`config.mk`:
```
export PLATFORM = sky130hd
export DESIGN_NAME = pfps_queue
export DESIGN_NICKNAME = d
export VERILOG_FILES = /design/src/rtl/pfps_pkg.sv /design/src/rtl/pfps_queue.sv
export SDC_FILE = /design/constraint.sdc
export NUM_CORES = 1
export LEC_CHECK = 0
export BUFFER_PORTS_ARGS = -buffer_cell sky130_fd_sc_hd__buf_4
export CAP_MARGIN = 40
export CELL_PAD_IN_SITES_DETAIL_PLACEMENT = 1
export CELL_PAD_IN_SITES_GLOBAL_PLACEMENT = 1
export CORE_MARGIN = 2
export CORE_UTILIZATION = 30
export CTS_BUF_LIST = sky130_fd_sc_hd__clkbuf_8
export DETAILED_ROUTE_END_ITERATION = 10
export GPL_TIMING_DRIVEN = 1
export PLACE_DENSITY = 0.69
export SYNTH_ARGS = -nofsm -noshare
export SYNTH_HDL_FRONTEND = slang
export SYNTH_SLANG_ARGS = --single-unit
```
`constraint.sdc`:
```
create_clock -name clk_i -period 13.57 [get_ports clk_i]
set_input_delay 0.6785 -clock clk_i [delete_from_list [all_inputs] [get_ports clk_i]]
set_output_delay 0.6785 -clock clk_i [all_outputs]
set_load 0.01 [all_outputs]
```
`src/rtl/pfps_pkg.sv`:
```
package pfps_pkg;

  localparam int unsigned FlowsDefault = 1024;
  localparam int unsigned CfgIdxW      = 1;
  localparam logic [31:0] DropHorizonReset = 32'd2000000000;
  localparam logic [31:0] EcnHorizonReset  = 32'd500000000;
  localparam logic [29:0] NsPerSec = 30'd1000000000;
  localparam logic [19:0] NsPerMs  = 20'd1000000;
  localparam int unsigned QuotW = 46;
  localparam int unsigned DivCntW = 6;

  typedef enum logic [0:0] {
    CFG_DROP_HORIZON = 1'b0,
    CFG_ECN_HORIZON  = 1'b1
  } cfg_idx_e;

  typedef struct packed {
    logic [9:0]  flow_slot;
    logic [15:0] packet_length;
    logic [63:0] packet_time;
    logic [63:0] now_time;
    logic [31:0] rate_bytes_per_sec;
    logic [15:0] extra_delay_ms;
  } in_item_t;

  typedef struct packed {
    logic        verdict;
    logic        ecn_mark;
    logic [63:0] departure_time;
  } out_item_t;

  // Prepared word handed from the front end to the back end.
  typedef struct packed {
    logic [9:0]  flow_slot;
    logic [63:0] packet_time;
    logic [63:0] now_time;
    logic [63:0] floor_time;
    logic [35:0] extra_ns;
    logic [QuotW-1:0] spacing;
  } work_t;

  typedef enum logic [1:0] {
    FE_IDLE = 2'd0,
    FE_MUL  = 2'd1,
    FE_DIV  = 2'd2,
    FE_PUSH = 2'd3
  } fe_state_e;

  typedef enum logic [2:0] {
    BE_IDLE  = 3'd0,
    BE_READ  = 3'd1,
    BE_PACE  = 3'd2,
    BE_DECIDE = 3'd3,
    BE_OUT   = 3'd4,
    BE_CLEAR = 3'd5
  } be_state_e;

endpackage

```
`src/rtl/pfps_queue.sv`:
```
module pfps_queue (
  input  logic            clk_i,
  input  logic            rst_ni,
  input  logic            push_valid_i,
  output logic            push_ready_o,
  input  pfps_pkg::work_t push_data_i,
  output logic            pop_valid_o,
  input  logic            pop_ready_i,
  output pfps_pkg::work_t pop_data_o
);
  import pfps_pkg::*;

  work_t mem_q [2];
  logic  wp_q, rp_q;
  logic [1:0] cnt_q;
  logic push, pop;

  assign push_ready_o = cnt_q != 2'd2;
  assign pop_valid_o  = cnt_q != 2'd0;
  assign push = push_valid_i && push_ready_o;
  assign pop  = pop_valid_o && pop_ready_i;
  assign pop_data_o = mem_q[rp_q];

  always_ff @(posedge clk_i or negedge rst_ni) begin
    if (!rst_ni) begin
      wp_q <= 1'b0;
      rp_q <= 1'b0;
      cnt_q <= '0;
    end else begin
      if (push) wp_q <= ~wp_q;
      if (pop) rp_q <= ~rp_q;
      cnt_q <= cnt_q + {1'b0, push} - {1'b0, pop};
    end
  end

  always_ff @(posedge clk_i) begin
    if (push) mem_q[wp_q] <= push_data_i;
  end

`ifndef SYNTHESIS
  a_no_overflow: assert property (@(posedge clk_i) disable iff (!rst_ni)
    cnt_q <= 2'd2) else $error("queue count overflow");
  a_pop_count: assert property (@(posedge clk_i) disable iff (!rst_ni)
    (pop && !push) |=> cnt_q == $past(cnt_q) - 2'd1) else $error("pop count");
  a_push_count: assert property (@(posedge clk_i) disable iff (!rst_ni)
    (push && !pop) |=> cnt_q == $past(cnt_q) + 2'd1) else $error("push count");
`endif

endmodule

```
==> impl_results.md <==
* Clk_lat worst skew at 660 ps
* Combinational Power Share at around a third
* VDD IR max at 0.182 mV
* Arrival @ worst endpoint at 3370 ps
* Max Cap Viol at 0
* Hpwl dp at between 30 and 40 mm
* Top-area cell type share of the netlist area at 81.7%
* Post-synth top area cell: edfxtp_1
* Final setup margin at between 9000 and 10000 ps
* Remaining Overflow, GRT at 0
* Vias at 11000
* Post-DRT Antenna Nets at 0
* H-tree levels at 3
* Drt drc at 0
* Final Non-Filler Cells at 2579
* P_leak at 10.5 nW
* Part of the power in registers at 42.8%
* Vias in the first global route at 12300
* Worst-Margin Slew at 1460 ps
* Final setup fails at 0
* Top-count cell post-synth: edfxtp_1
* Min-Delay Endpoint: mem_q[0][208]$_DFFE_PP_
* Gate Count Post-Synth at about 900
* Avg WL per Cell at about 20 µm
* Clock transition at path regs at 60 ps
* Pin count of the biggest net entering global routing at 166
* Reg2reg end: mem_q[1][69]$_DFFE_PP_
* Gr usage total at between 10% and 20%
* Fmax at 247 MHz
* CP cell instances: buf_12 -> mux2_2 -> buf_4
* Nets at around 1900
* Worst r2r src: cnt_q[0]$_DFF_PN0_
* Routability cong. at 0.767
* I/O pin cnt at 574
* Fin. max-slew vios at 0
* Starting Density at 30.4%
* DR vias/cell at 4.28
* Mapped Nets at 1191
* Final core utilization at between 40 and 50%
* Post-cts resize count at 0
* Share of post-route cells with drive strength above 1 at around three fifths
* EDFF count, synth at 568
* Synthesized area at 0.0209 mm²
* Worst Path Required at 12890 ps
* Most used DFF post-synth: edfxtp_1
* Num CTS Buffers at 100
* Rows at 96
* Root Buffer: clkbuf_8
* Critical path's slowest cell: dfrtp_4
* Initial antenna violation count at 6
* Status: complete, no violations
* Core Region at 0.0687 mm²
* Psw at between 1.5 and 2 mW
* Post-Route Skew at 33.8 ps
* Slowest stage delay, CP at 960 ps
* Fill cells at 6862
* Synth area leaders: edfxtp_1 82%, mux2_2 14%, buf_6 1.6%
* Area of the die at 0.0717 mm²
* Min-Delay Path Depth at 1
* Crit Path Class: flip-flop to primary output
* Mean post-synth cell area at 23.2 µm²
* Fraction of registers with async set or reset after synthesis at 0.699%
* Die Span Y at roughly 270 µm
* CTS tree: done
* Post-placement setup slack at 10020 ps
* Chip width at 268 µm
* Share of the yosys chip area belonging to registers at approximately 82%
* RSZ-0062 raised after global routing: false
* DR iter-0 viols at between 400 and 500
* Netlist cell types at 17
* Hold_sp: push_data_i[208]
* Final period util at 29.8%
* CTS sink count at ~570
* Global-route wire length before repair at ~75 mm
* Synth warn at 0
* Internal power at 4.12 mW
* Fin Setup TNS at 0 ps
* Crit end category: primary output
* Final hold violations at 0
* Pwr per Cell Area at 211 mW/mm²
* Placed insts at roughly 2400
* DRT Pass-1 Iters at 4
* Reg-to-reg setup timing slack at 10230 ps
* Buffers added on ports at 573
* Hold Crit Class: input pin to flip-flop
* Synth top cells by count: 568 x edfxtp_1, 263 x mux2_2, 29 x buf_6
* Max-slew headroom at approximately 2.5%
* Yosys reg bits at 572
* Critical Path Start: rp_q$_DFFE_PN0P_
* Worst r2r path cells at 4
* Clk network pwr share at 24.0%
* Sw Ratio at 30.3%
* Critical path fanouts, max at about 170
* Startpoint Class: flip-flop
* Clk buf depth at 3
* Fin crit period at 4040 ps
* Area Overhead vs Synth at 34.5%
* Final wirelength at 51.9 mm
* Final Hold Slack at approximately 190 ps
[final cells by class]
class,instances,area [µm²],share of cell area [%]
antenna,5,12.5,0.0446
timing repair buffer,589,4540,16.2
clock buffer,102,1400,5.00
sequential,572,17200,61.1
multi-input combinational,296,3380,12.0
inverter,1,3.75,0.0134
tap,931,1160,4.15
clock inverter,83,409,1.46
[power by group through the flow]
| stage | sequential (mW) | clock, mW | combinational, mW |
|---|---|---|---|
| finish | 2.53 | 1.42 | 1.97 |
| floorplan | 2.68 | 0 | 1.11 |
| global route | 2.57 | 1.54 | 2.09 |
| global placement | 2.55 | 0 | 1.94 |
| CTS | 2.54 | 1.48 | 2.01 |
| detailed placement | 2.57 | 0 | 2.00 |
[critical path: cells and delay by family, from the launching register on]
kind / cells / cell delay [ps]
multiplexers: 1 / 450
buffers and inverters: 2 / 630
flip-flops: 1 / 960
[sequential cells by signal, summed over array words and instances (netlist names)]
signal  count
rp_q        1
wp_q        1
cnt_q       2
mem_q     568
[cell usage in the layout, fill, tap and decap left out]
master / instances
or2_2: 1
nand2b_1: 1
and2_1: 1
clkinv_1: 29
xor2_1: 1
clkinv_8: 2
clkbuf_8: 102
nand2_1: 1
edfxtp_1: 568
dfrtp_4: 1
xnor2_1: 3
inv_6: 1
clkinv_4: 1
mux2_4: 20
clkinvlp_4: 4
dlygate4sd3_1: 1
and3_4: 1
mux2_1: 1
buf_12: 1
clkinv_2: 11
mux2_2: 263
buf_16: 5
inv_1: 34
dfrtp_1: 3
ha_1: 2
inv_8: 1
buf_4: 582
nor2_4: 1
bufinv_16: 1
diode_2: 5
[metal layers]
metal | GRT usage [%] | up-vias | wire length (µm)
met5 | 0 | - | 13
met4 | 5.90 | 2 | 1690
met3 | 4.51 | 107 | 3590
met2 | 25.6 | 383 | 28400
met1 | 14.5 | 5594 | 18200
li1 | - | 4953 | -
[kinds of logic after synthesis]
group,after synthesis,synth area share [%]
buf+inv,33,1.65
fa+ha+maj,2,0.120
mux,284,15.7
flops,572,82.2
simple gates,6,0.156
xor+xnor,4,0.168
[stage by stage]
step	instance area, µm²	power [mW]
2_1_floorplan	20900	3.79
3_3_place_gp	26100	4.49
3_5_place_dp	26200	4.57
4_1_cts	28100	6.03
5_1_grt	28100	6.20
6_report	28100	5.92
[repair_timing]
item	CTS	global route
endpoints found under the setup margin	0	0
setup buffers	0	0
hold endpoints to repair	4	0
hold buffers	1	0
[worst max path at each step]
stage | to | slack [ps]
after detailed placement | mem_q[1][199]$_DFFE_PP_ | 10020
after CTS | pop_data_o[277] | 9500
final | pop_data_o[75] | 9530
after global routing | pop_data_o[75] | 9380
after floorplan | mem_q[0][0]$_DFFE_PP_ | 100
after global placement | mem_q[0][199]$_DFFE_PP_ | 9730
Note: power is estimated with default switching activity, not from simulation.
