$ cat src/rtl/pfps_pkg.sv
package pfps_pkg;

  localparam int unsigned FlowsDefault = 1024;
  localparam int unsigned CfgIdxW      = 1;
  localparam logic [31:0] DropHorizonReset = 32'd2000000000;
  localparam logic [31:0] EcnHorizonReset  = 32'd500000000;
  localparam logic [29:0] NsPerSec = 30'd1000000000;
  localparam logic [19:0] NsPerMs  = 20'd1000000;
  localparam int unsigned QuotW = 46;
  localparam int unsigned DivCntW = 6;

  typedef enum logic [0:0] {
    CFG_DROP_HORIZON = 1'b0,
    CFG_ECN_HORIZON  = 1'b1
  } cfg_idx_e;

  typedef struct packed {
    logic [9:0]  flow_slot;
    logic [15:0] packet_length;
    logic [63:0] packet_time;
    logic [63:0] now_time;
    logic [31:0] rate_bytes_per_sec;
    logic [15:0] extra_delay_ms;
  } in_item_t;

  typedef struct packed {
    logic        verdict;
    logic        ecn_mark;
    logic [63:0] departure_time;
  } out_item_t;

  // Prepared word handed from the front end to the back end.
  typedef struct packed {
    logic [9:0]  flow_slot;
    logic [63:0] packet_time;
    logic [63:0] now_time;
    logic [63:0] floor_time;
    logic [35:0] extra_ns;
    logic [QuotW-1:0] spacing;
  } work_t;

  typedef enum logic [1:0] {
    FE_IDLE = 2'd0,
    FE_MUL  = 2'd1,
    FE_DIV  = 2'd2,
    FE_PUSH = 2'd3
  } fe_state_e;

  typedef enum logic [2:0] {
    BE_IDLE  = 3'd0,
    BE_READ  = 3'd1,
    BE_PACE  = 3'd2,
    BE_DECIDE = 3'd3,
    BE_OUT   = 3'd4,
    BE_CLEAR = 3'd5
  } be_state_e;

endpackage

$ cat src/rtl/pfps_front.sv
module pfps_front (
  input  logic              clk_i,
  input  logic              rst_ni,
  input  logic              in_valid,
  output logic              in_ready,
  input  pfps_pkg::in_item_t in_data,
  output logic              wq_valid_o,
  input  logic              wq_ready_i,
  output pfps_pkg::work_t   wq_data_o
);
  import pfps_pkg::*;

  fe_state_e state_q, state_d;
  in_item_t  item_q;
  logic [45:0] num_q;
  logic [31:0] rate_q;
  logic [31:0] rem_q;
  logic [QuotW-1:0] quot_q;
  logic [DivCntW-1:0] cnt_q;
  logic [35:0] extra_q;
  logic [32:0] rem_sh;
  logic        sub_ok;

  // One quotient bit a cycle, restoring division.
  assign rem_sh = {rem_q, num_q[QuotW-1]};
  assign sub_ok = rem_sh >= {1'b0, rate_q};

  always_ff @(posedge clk_i or negedge rst_ni) begin
    if (!rst_ni) begin
      state_q <= FE_IDLE;
      cnt_q   <= '0;
    end else begin
      state_q <= state_d;
      if (state_q == FE_MUL) cnt_q <= '0;
      else if (state_q == FE_DIV) cnt_q <= cnt_q + 1'b1;
    end
  end

  always_ff @(posedge clk_i) begin
    unique case (state_q)
      FE_IDLE: begin
        if (in_valid) item_q <= in_data;
      end
      FE_MUL: begin
        num_q   <= item_q.packet_length * NsPerSec;
        extra_q <= item_q.extra_delay_ms * NsPerMs;
        rate_q  <= item_q.rate_bytes_per_sec;
        rem_q   <= '0;
      end
      FE_DIV: begin
        num_q  <= {num_q[QuotW-2:0], 1'b0};
        rem_q  <= sub_ok ? 32'(rem_sh - {1'b0, rate_q}) : rem_sh[31:0];
        quot_q <= {quot_q[QuotW-2:0], sub_ok};
      end
      default: ;
    endcase
  end

  always_comb begin
    state_d  = state_q;
    in_ready = 1'b0;
    unique case (state_q)
      FE_IDLE: begin
        in_ready = 1'b1;
        if (in_valid) state_d = FE_MUL;
      end
      FE_MUL: state_d = FE_DIV;
      FE_DIV: if (cnt_q == DivCntW'(QuotW - 1)) state_d = FE_PUSH;
      FE_PUSH: if (wq_ready_i) state_d = FE_IDLE;
      default: state_d = FE_IDLE;
    endcase
  end

  assign wq_valid_o = state_q == FE_PUSH;
  always_comb begin
    wq_data_o.flow_slot   = item_q.flow_slot;
    wq_data_o.packet_time = item_q.packet_time;
    wq_data_o.now_time    = item_q.now_time;
    wq_data_o.floor_time  = (item_q.packet_time < item_q.now_time) ?
                            item_q.now_time : item_q.packet_time;
    wq_data_o.extra_ns    = extra_q;
    wq_data_o.spacing     = (rate_q == '0) ? '0 : quot_q;
  end

endmodule

$ cat config.mk
export PLATFORM = sky130hd
export DESIGN_NAME = pfps_front
export DESIGN_NICKNAME = d
export VERILOG_FILES = /design/src/rtl/pfps_pkg.sv /design/src/rtl/pfps_front.sv
export SDC_FILE = /design/constraint.sdc
export NUM_CORES = 1
export LEC_CHECK = 0
export BUFFER_PORTS_ARGS = -buffer_cell sky130_fd_sc_hd__buf_2
export CAP_MARGIN = 10
export CORE_MARGIN = 1.5
export CORE_UTILIZATION = 42
export DETAILED_ROUTE_END_ITERATION = 8
export PLACE_DENSITY = 0.71
export SLEW_MARGIN = 30
export SYNTH_ARGS = -nofsm -noshare
export SYNTH_HDL_FRONTEND = slang
export SYNTH_SLANG_ARGS = --single-unit
export TNS_END_PERCENT = 30
$ cat constraint.sdc
create_clock -name clk_i -period 9.7 [get_ports clk_i]
set_input_delay 0.97 -clock clk_i [delete_from_list [all_inputs] [get_ports clk_i]]
set_output_delay 0.97 -clock clk_i [all_outputs]
set_load 0.02 [all_outputs]
==> results.md, run 1 <==
- Kind of critical path: flop to flop
- Share of layout cells above drive strength 1: 23.2%
- Number of H-tree levels: 2
- Postcts setup bufs: 0
- DRC errors left: 0
- GRT overflow: 0
- Data arrival time of the critical path: 7.03 ns
- Worst-path fanout max: 7
- Row count: 94
- Most frequent cells after synthesis: inv_1, edfxtp_1, ha_1, fa_1, buf_4
- Syn_area_per_cell: 11.9 um2
- Mapped Cells: 2365
- Netlist Area Pre-Place: 28300 um2
- Area of the multi-input gates: 14000 um2
- # fillers: 5980
- Drt initial violations: 978
- Routed WL: 68300 um
- Synth area leader: edfxtp_1
- Hold buffer count at CTS: 0
- Die height: 262 um
- Fmax: 149 MHz
- Post-layout net count: 3478
- Post-DRT Antenna Nets: 0
- Die Wd: 262 um
- Vias per cell: 5.03
- Slew Limit Fails: 0
- Crit. End Element: flop
- IO Port Bufs: 485
- WL/cell: 18.8 um
- Total track usage: 19.7%
- Top FF cell, synth: edfxtp_1
- Clk_skew: 0.0138 ns
- CP required: 10.01 ns
- Floorplan core area: 66200 um2
- Number of synthesized flops with an enable pin: 379
- Initial Utilization: 42.7%
- Synth top area cells: edfxtp_1, ha_1, fa_1
- Largest net degree at the start of global routing: 84
- Post-cts gate resize count: 0
- Cell variety after synth: 67
- Final period utilization: 69.3%
- #FFs+latches synth: 387
- Max_slew headroom: 37.8%
- Later-pin clock latency in the skew report: 0.59 ns
- Worst Hold Class: input port to asynchronous set/reset pin
- Vias in the first global route: 18600
- CTS Buffer Depth: 3
- FF+latch area: 11600 um2
- Number of warnings issued by yosys: 0
- RSZ-0062 raised after global routing: false
- Worst Tran Pin Value: 0.932 ns
- Via Count: 18300
- TritonCTS Buffers: 44
- Setup Viol. Count Final: 0
- CTS tree: built
- I/O Pins: 492
- Hold Violations, Final: 0
- First-pass GRT wire length: 106000 um
- Root buf cell: clkbuf_16
- Detailed placement HPWL: 55300 um
- Seq/Total Area, Yosys: 41.0%
- Clock slew seen by the registers of the worst setup and hold paths: 0.06 ns
- Clock Sinks: 387
- Die area: 68800 um2
- Total negative slack: 0 ns
- Synth top area share: 40.3%
- Outcome: finished clean
- GP Congestion: 0.952
- Critical path launch point type: flop
- DR pass1 iterations: 5
- Initial antenna violation count: 7
- MaxCap Viol Count: 0
- Area Overhead vs Synth: 13.5%
- Post-route minimum period: 6.72 ns
- Synth async-reset ratio: 2.07%
- Cell with the most instances after synthesis: inv_1
- Core Util, Final: 48.4%
routing by layer:
metal / global-route usage, % / vias to the layer above / wire, um
met5: 0 / - / 26
li1: - / 8766 / -
met3: 4.06 / 114 / 3890
met2: 33.7 / 524 / 33800
met4: 7.12 / 4 / 2330
met1: 24.7 / 8874 / 28200
layout by cell type (no fill, tap or decap), types with 9 or more instances in the layout:
cell,instances
a211oi_1,11
clkbuf_16,44
a21o_1,76
o21ai_0,65
ha_1,354
buf_2,485
nand2_1,73
mux2i_1,24
nor2b_1,55
o21a_1,11
nor2_1,75
and3_1,13
nand3_1,25
o31ai_1,9
a31oi_1,11
edfxtp_1,379
xor2_1,30
mux2_2,64
nor4_1,10
fa_1,184
inv_1,397
nand2b_1,13
nand4_1,23
o21bai_1,10
nor3_1,14
a21oi_1,91
xnor2_1,55
registers in the layout, indices dropped and copies added (netlist names):
| register | count |
|---|---|
| state_q | 2 |
| quot_q | 46 |
| extra_q | 30 |
| num_q | 37 |
| rem_q | 32 |
| cnt_q | 6 |
| rate_q | 32 |
| wq_data_o | 138 |
| item_q | 64 |
area by class of cell:
type,count,area share [%]
Multi-Input combinational cell,1407,43.5
Tap cell,864,3.37
Clock inverter,27,0.862
Timing Repair Buffer,494,7.89
Antenna cell,4,0.0312
Sequential cell,387,36.1
Clock buffer,52,3.53
Inverter,397,4.65
path summary, 6_finish.rpt:
path                       cells after the start         end  slack (ns)         from
setup / recovery                              20   num_q[40]        2.98  item_q[180]
hold / removal                                 1    cnt_q[4]        0.23       rst_ni
setup reg to reg                              20   num_q[40]        2.98  item_q[180]
hold reg to reg                                0  rate_q[18]        0.41   item_q[34]
max in group asynchronous                      1  state_q[0]        9.29       rst_ni
min in group clk_i                             0  rate_q[18]        0.41   item_q[34]
worst max-delay path, cell delays in order, from the launching register on:
cell	delay [ns]
edfxtp_1	0.55
fa_1	0.64
inv_1	0.07
fa_1	0.54
inv_1	0.06
fa_1	0.54
fa_1	0.45
fa_1	0.55
inv_1	0.06
fa_1	0.53
inv_1	0.04
ha_1	0.37
a21o_1	0.18
a21o_1	0.18
a2111oi_0	0.60
o21ai_0	0.19
a41oi_1	0.28
o31ai_1	0.15
a21oi_1	0.20
xor2_1	0.17
o21ai_0	0.08
cell families after synthesis:
group,after synthesis,share of synthesized area [%]
other cells,1,0.0133
xor+xnor,85,2.63
fa+ha+maj,541,28.8
flops,387,41.0
buf+inv,576,9.83
mux,96,3.72
simple gates,329,5.87
compound gates,350,8.10
stage by stage:
step	std cells	hold slack, ns	area (um2)	setup slack, ns
after floorplan	2370	0.400	28300	3.59
after global placement	3547	0.401	30600	3.20
after detailed placement	3548	0.405	30600	3.02
after CTS	3627	0.187	32000	2.98
after global routing	3630	0.207	32100	2.54
final	3632	0.229	32100	2.98
Power of run 1 is not shown: default switching activity piles up to over one toggle a cycle in this logic, so the estimate is an artifact.
==> run 2, diff against run 1 <==
Clock period 9.7 ns to 6.7 ns, I/O delays scaled along.
==> results.md, run 2 (synthesis gave the netlist of run 1 again) <==
- Outcome: finished clean (unchanged)
- R2R setup slack: 0.33 ns (was 2.98 ns)
- Worst-path fanout max: 6 (was 7)
- Hold Violations, Final: 0 (unchanged)
- Sink of the worst hold path: item_q[31]
- Die area: 68800 um2 (unchanged)
- GP Congestion: 0.960 (was 0.952)
- Fmax: 157 MHz (was 149 MHz)
- Die Wd: 262 um (unchanged)
- Final instance area: 32200 um2 (was 32100 um2)
- Later-pin clock latency in the skew report: 0.59 ns (about the same)
- Reg-to-reg startpoint: item_q[180] (unchanged)
- CTS tree: built (unchanged)
- Most frequent cells in the layout: buf_2, inv_1, edfxtp_1, ha_1, fa_1 (unchanged)
- Vias in the first global route: 18600 (about the same)
- DRC errors left: 0 (unchanged)
- Row count: 94 (unchanged)
- Clk_skew: 0.0219 ns (was 0.0138 ns)
- Vias per cell: 5.05 (was 5.03)
- Crit. End Element: flop (unchanged)
- First-pass GRT wire length: 106000 um (about the same)
- Share of layout cells above drive strength 1: 23.5% (was 23.2%)
- IO Port Bufs: 485 (unchanged)
- Number of H-tree levels: 2 (unchanged)
- Clock Sinks: 387 (unchanged)
- Root buf cell: clkbuf_16 (unchanged)
- Clock slew seen by the registers of the worst setup and hold paths: 0.06 ns (about the same)
- Post-layout net count: 3486 (was 3478)
- WL/cell: 18.9 um (was 18.8 um)
- Worst Hold Class: input port to flop (was input port to asynchronous set/reset pin)
- Data arrival time of the critical path: 6.66 ns (was 7.03 ns)
- CTS Buffer Depth: 3 (unchanged)
- Slew Limit Fails: 0 (unchanged)
- MaxCap Viol Count: 0 (unchanged)
- Worst Tran Pin Value: 0.940 ns (was 0.932 ns)
- Placed Area: 30700 um2 (was 30600 um2)
- FF-to-FF path depth: 20 (unchanged)
- Min-delay src: in_data[31]
- Reg-to-Reg End: num_q[42] (was num_q[40])
- Critical path launch point type: flop (unchanged)
- Routed WL: 68900 um (was 68300 um)
- Kind of critical path: flop to flop (unchanged)
- Final period utilization: 95.0% (was 69.3%)
- Initial Utilization: 42.7% (unchanged)
- Post-route minimum period: 6.37 ns (was 6.72 ns)
- Drt initial violations: 944 (was 978)
- Via Count: 18400 (was 18300)
- Initial antenna violation count: 10 (was 7)
- Floorplan core area: 66200 um2 (unchanged)
- I/O Pins: 492 (unchanged)
- Hold depth: 1
- DR pass1 iterations: 5 (unchanged)
- Setup Viol. Count Final: 0 (unchanged)
- Max reg flops: 138 (unchanged)
- Post-DRT Antenna Nets: 0 (unchanged)
- Largest net degree at the start of global routing: 109 (was 84)
- Total track usage: 19.8% (was 19.7%)
- Max_slew headroom: 37.3% (was 37.8%)
- Detailed placement HPWL: 55100 um (was 55300 um)
- Postcts setup bufs: 0 (unchanged)
- GRT overflow: 0 (unchanged)
- TritonCTS Buffers: 45 (was 44)
- RSZ-0062 raised after global routing: true (was false)
- Hold Slack: 0.248 ns (was 0.229 ns)
- Most common cell after layout, fill and taps aside: buf_2 (unchanged)
- CP required: 6.99 ns (was 10.01 ns)
- Area Overhead vs Synth: 13.9% (was 13.5%)
- Die height: 262 um (unchanged)
[run 2: area by class of cell]
cell class                 instances  area, um2
timing repair buffer             501       2580
sequential                       387      11600
multi-input combinational       1407      14000
inverter                         397       1490
clock inverter                    27        269
tap                              864       1080
clock buffer                      54       1160
antenna                            7       17.5
fill                            5909      34000
[run 2: per-layer routing]
| layer | wire length, um | vias to the layer above | track usage, % |
|---|---|---|---|
| met5 | 24 | - | 0 |
| met4 | 2510 | 4 | 7.18 |
| met3 | 3870 | 119 | 4.24 |
| met2 | 33800 | 504 | 33.5 |
| met1 | 28700 | 9008 | 25.0 |
| li1 | - | 8770 | - |
[run 2: per-stage QoR]
step | setup TNS (ns) | setup slack (ns) | util (%) | instances
finish | 0 | 0.334 | 48.6 | 3644
global route | -0.0857 | -0.0575 | 48.6 | 3642
CTS | 0 | 0.213 | 48.5 | 3636
detailed placement | 0 | 0.239 | 46.3 | 3554
global placement | 0 | 0.357 | 46.3 | 3553
floorplan | 0 | 0.642 | - | 2370
[run 2: worst max path at each step]
stage	from	endpoint	cells past startpoint
after global routing	item_q[180]	num_q[42]	20
after CTS	item_q[180]	num_q[40]	20
final	item_q[180]	num_q[42]	20
after global placement	item_q[180]	num_q[40]	20
after detailed placement	item_q[180]	num_q[40]	20
after floorplan	item_q[181]	num_q[38]	20
[run 2: repair_timing]
action | in CTS | in global routing
endpoints found under the setup margin | 0 | 5
gates resized for setup | 0 | 5
hold buffers | 1 | 0
endpoints found under the hold margin | 8 | 0
[run 2: critical path, stage by stage (launching register included)]
cell	delay, ns
edfxtp_1	0.42
fa_1	0.60
inv_1	0.08
fa_1	0.53
inv_1	0.06
fa_1	0.54
fa_1	0.45
fa_1	0.55
inv_1	0.06
fa_1	0.53
inv_1	0.04
ha_1	0.37
a21o_1	0.19
a21o_1	0.19
a2111oi_2	0.43
nor2_1	0.09
a41oi_1	0.32
o21ai_0	0.16
a21oi_1	0.20
xor2_1	0.16
o21ai_0	0.11
Power of run 2 is left out for the same reason.
==> run 3, diff against run 2 <==
Settings changed: CORE_MARGIN 1.5 to default.
==> results.md, run 3 (synthesis gave the netlist of run 1 again) <==
- Outcome: complete, but fails checks (was finished clean)
- Violated checks: design-rule violations
- Root buf cell: clkbuf_16 (unchanged)
- CTS Buffer Depth: 3 (unchanged)
- DR pass1 iterations: 9 (was 5)
- CTS tree: built (unchanged)
- Initial antenna violation count: 6 (was 10)
- Clock Sinks: 387 (unchanged)
- Setup Viol. Count Final: 0 (unchanged)
- Kind of critical path: flop to flop (unchanged)
- Total track usage: 20.0% (was 19.8%)
- Share of layout cells above drive strength 1: 23.6% (was 23.5%)
- Drt initial violations: 1005 (was 944)
- GP Congestion: 0.931 (was 0.960)
- Critical path launch point type: flop (unchanged)
- Area Overhead vs Synth: 14.2% (was 13.9%)
- Most frequent cells in the layout: buf_2, inv_1, edfxtp_1, ha_1, fa_1 (unchanged)
- Initial Utilization: 42.7% (unchanged)
- RSZ-0062 raised after global routing: true (unchanged)
- Via Count: 18300 (was 18400)
- DP Worst Slack: 0.281 ns (was 0.239 ns)
- Detailed placement HPWL: 55300 um (was 55100 um)
- Row count: 94 (unchanged)
- IO Port Bufs: 485 (unchanged)
- Data arrival time of the critical path: 6.62 ns (was 6.66 ns)
- Die Wd: 261 um (was 262 um)
- Total negative slack: 0 ns (unchanged)
- Die area: 68300 um2 (was 68800 um2)
- Largest net degree at the start of global routing: 105 (was 109)
- Post-layout net count: 3489 (was 3486)
- Max_slew headroom: 38.4% (was 37.3%)
- Hold Slack: 0.260 ns (was 0.248 ns)
- Clk_skew: 0.0193 ns (was 0.0219 ns)
- Post-DRT Antenna Nets: 0 (unchanged)
- Slew Limit Fails: 0 (unchanged)
- Most common cell after layout, fill and taps aside: buf_2 (unchanged)
- Later-pin clock latency in the skew report: 0.58 ns (was 0.59 ns)
- Final setup margin: 0.382 ns (was 0.334 ns)
- Number of H-tree levels: 2 (unchanged)
- TritonCTS Buffers: 46 (was 45)
- Floorplan core area: 66200 um2 (unchanged)
- Final period utilization: 94.3% (was 95.0%)
- Core Util, Final: 48.7% (was 48.6%)
- MaxCap Viol Count: 0 (unchanged)
- Fmax: 158 MHz (was 157 MHz)
- Hold Violations, Final: 0 (unchanged)
- I/O Pins: 492 (unchanged)
- Crit. End Element: flop (unchanged)
- Routed WL: 68800 um (was 68900 um)
- Post-route minimum period: 6.32 ns (was 6.37 ns)
- GRT overflow: 0 (unchanged)
- Worst Tran Pin Value: 0.925 ns (was 0.940 ns)
- Die height: 261 um (was 262 um)
- Vias per cell: 5.02 (was 5.05)
- WL/cell: 18.9 um (about the same)
- Vias in the first global route: 18500 (was 18600)
- Worst Hold Class: input port to flop (unchanged)
- Worst-path fanout max: 6 (unchanged)
- Clock slew seen by the registers of the worst setup and hold paths: 0.06 ns (about the same)
- First-pass GRT wire length: 104000 um (was 106000 um)
- Max reg flops: 138 (unchanged)
- DRC errors left: 8 (was 0)
- Postcts setup bufs: 0 (unchanged)
- CP required: 7.00 ns (was 6.99 ns)
[run 3: cell count changes in the layout (fill, tap and decap cells not counted), sizes merged]
cell,change
buf,+2
bufinv,+1
clkinv,+5
clkinvlp,-2
diode,-5
inv,+1
[run 3: layer usage]
| layer | routed length (um) | global-route usage [%] | part of all wire, % | vias to the layer above |
|---|---|---|---|---|
| met4 | 1870 | 5.80 | 2.7 | 4 |
| met1 | 29000 | 25.2 | 42 | 8979 |
| met5 | 27 | 0 | 0.039 | - |
| li1 | - | - | - | 8778 |
| met3 | 3380 | 3.72 | 4.9 | 83 |
| met2 | 34600 | 34.9 | 50 | 450 |
[run 3: final timing paths]
path                              from              to  slack [ns]  cells after the start
hold / removal             in_data[85]  wq_data_o[183]        0.26                      1
min in group asynchronous       rst_ni        cnt_q[4]        0.64                      2
setup reg to reg           item_q[180]       num_q[38]        0.38                     20
hold reg to reg             item_q[29]      rate_q[13]        0.42                      0
max in group asynchronous       rst_ni        cnt_q[5]        5.89                      2
setup / recovery           item_q[180]       num_q[38]        0.38                     20
[run 3: critical path, stage by stage, from the launching register on]
cell and delay (ns):
edfxtp_1 0.41, fa_1 0.62, inv_1 0.08, fa_1 0.53, inv_1 0.07, fa_1 0.54, fa_1 0.44, fa_1 0.56
inv_1 0.06, fa_1 0.53, inv_1 0.04, ha_1 0.37, a21o_1 0.18, a21o_1 0.19, a2111oi_2 0.39, o21ai_0 0.16
a41oi_1 0.29, nor2_1 0.12, a31oi_1 0.21, xor2_1 0.17, o21ai_0 0.09
[run 3: repair_timing]
action,CTS,global route
gates resized for setup,0,3
setup endpoints to repair,0,5
hold buffers,1,0
hold endpoints to repair,8,0
[run 3: cell type report]
class                           count  area (um2)
Fill cell                        5958       34000
Inverter                          397        1490
Clock inverter                     32         318
Multi-Input combinational cell   1407       14000
Timing Repair Buffer              503        2620
Tap cell                          864        1080
Antenna cell                        2        5.00
Clock buffer                       54        1190
Sequential cell                   387       11600
[run 3: through the flow]
stage	cells	cell area [um2]
6_report	3646	32300
5_1_grt	3645	32300
2_1_floorplan	2370	28300
4_1_cts	3642	32200
3_5_place_dp	3555	30700
3_3_place_gp	3555	30700
Power of run 3 is left out for the same reason.
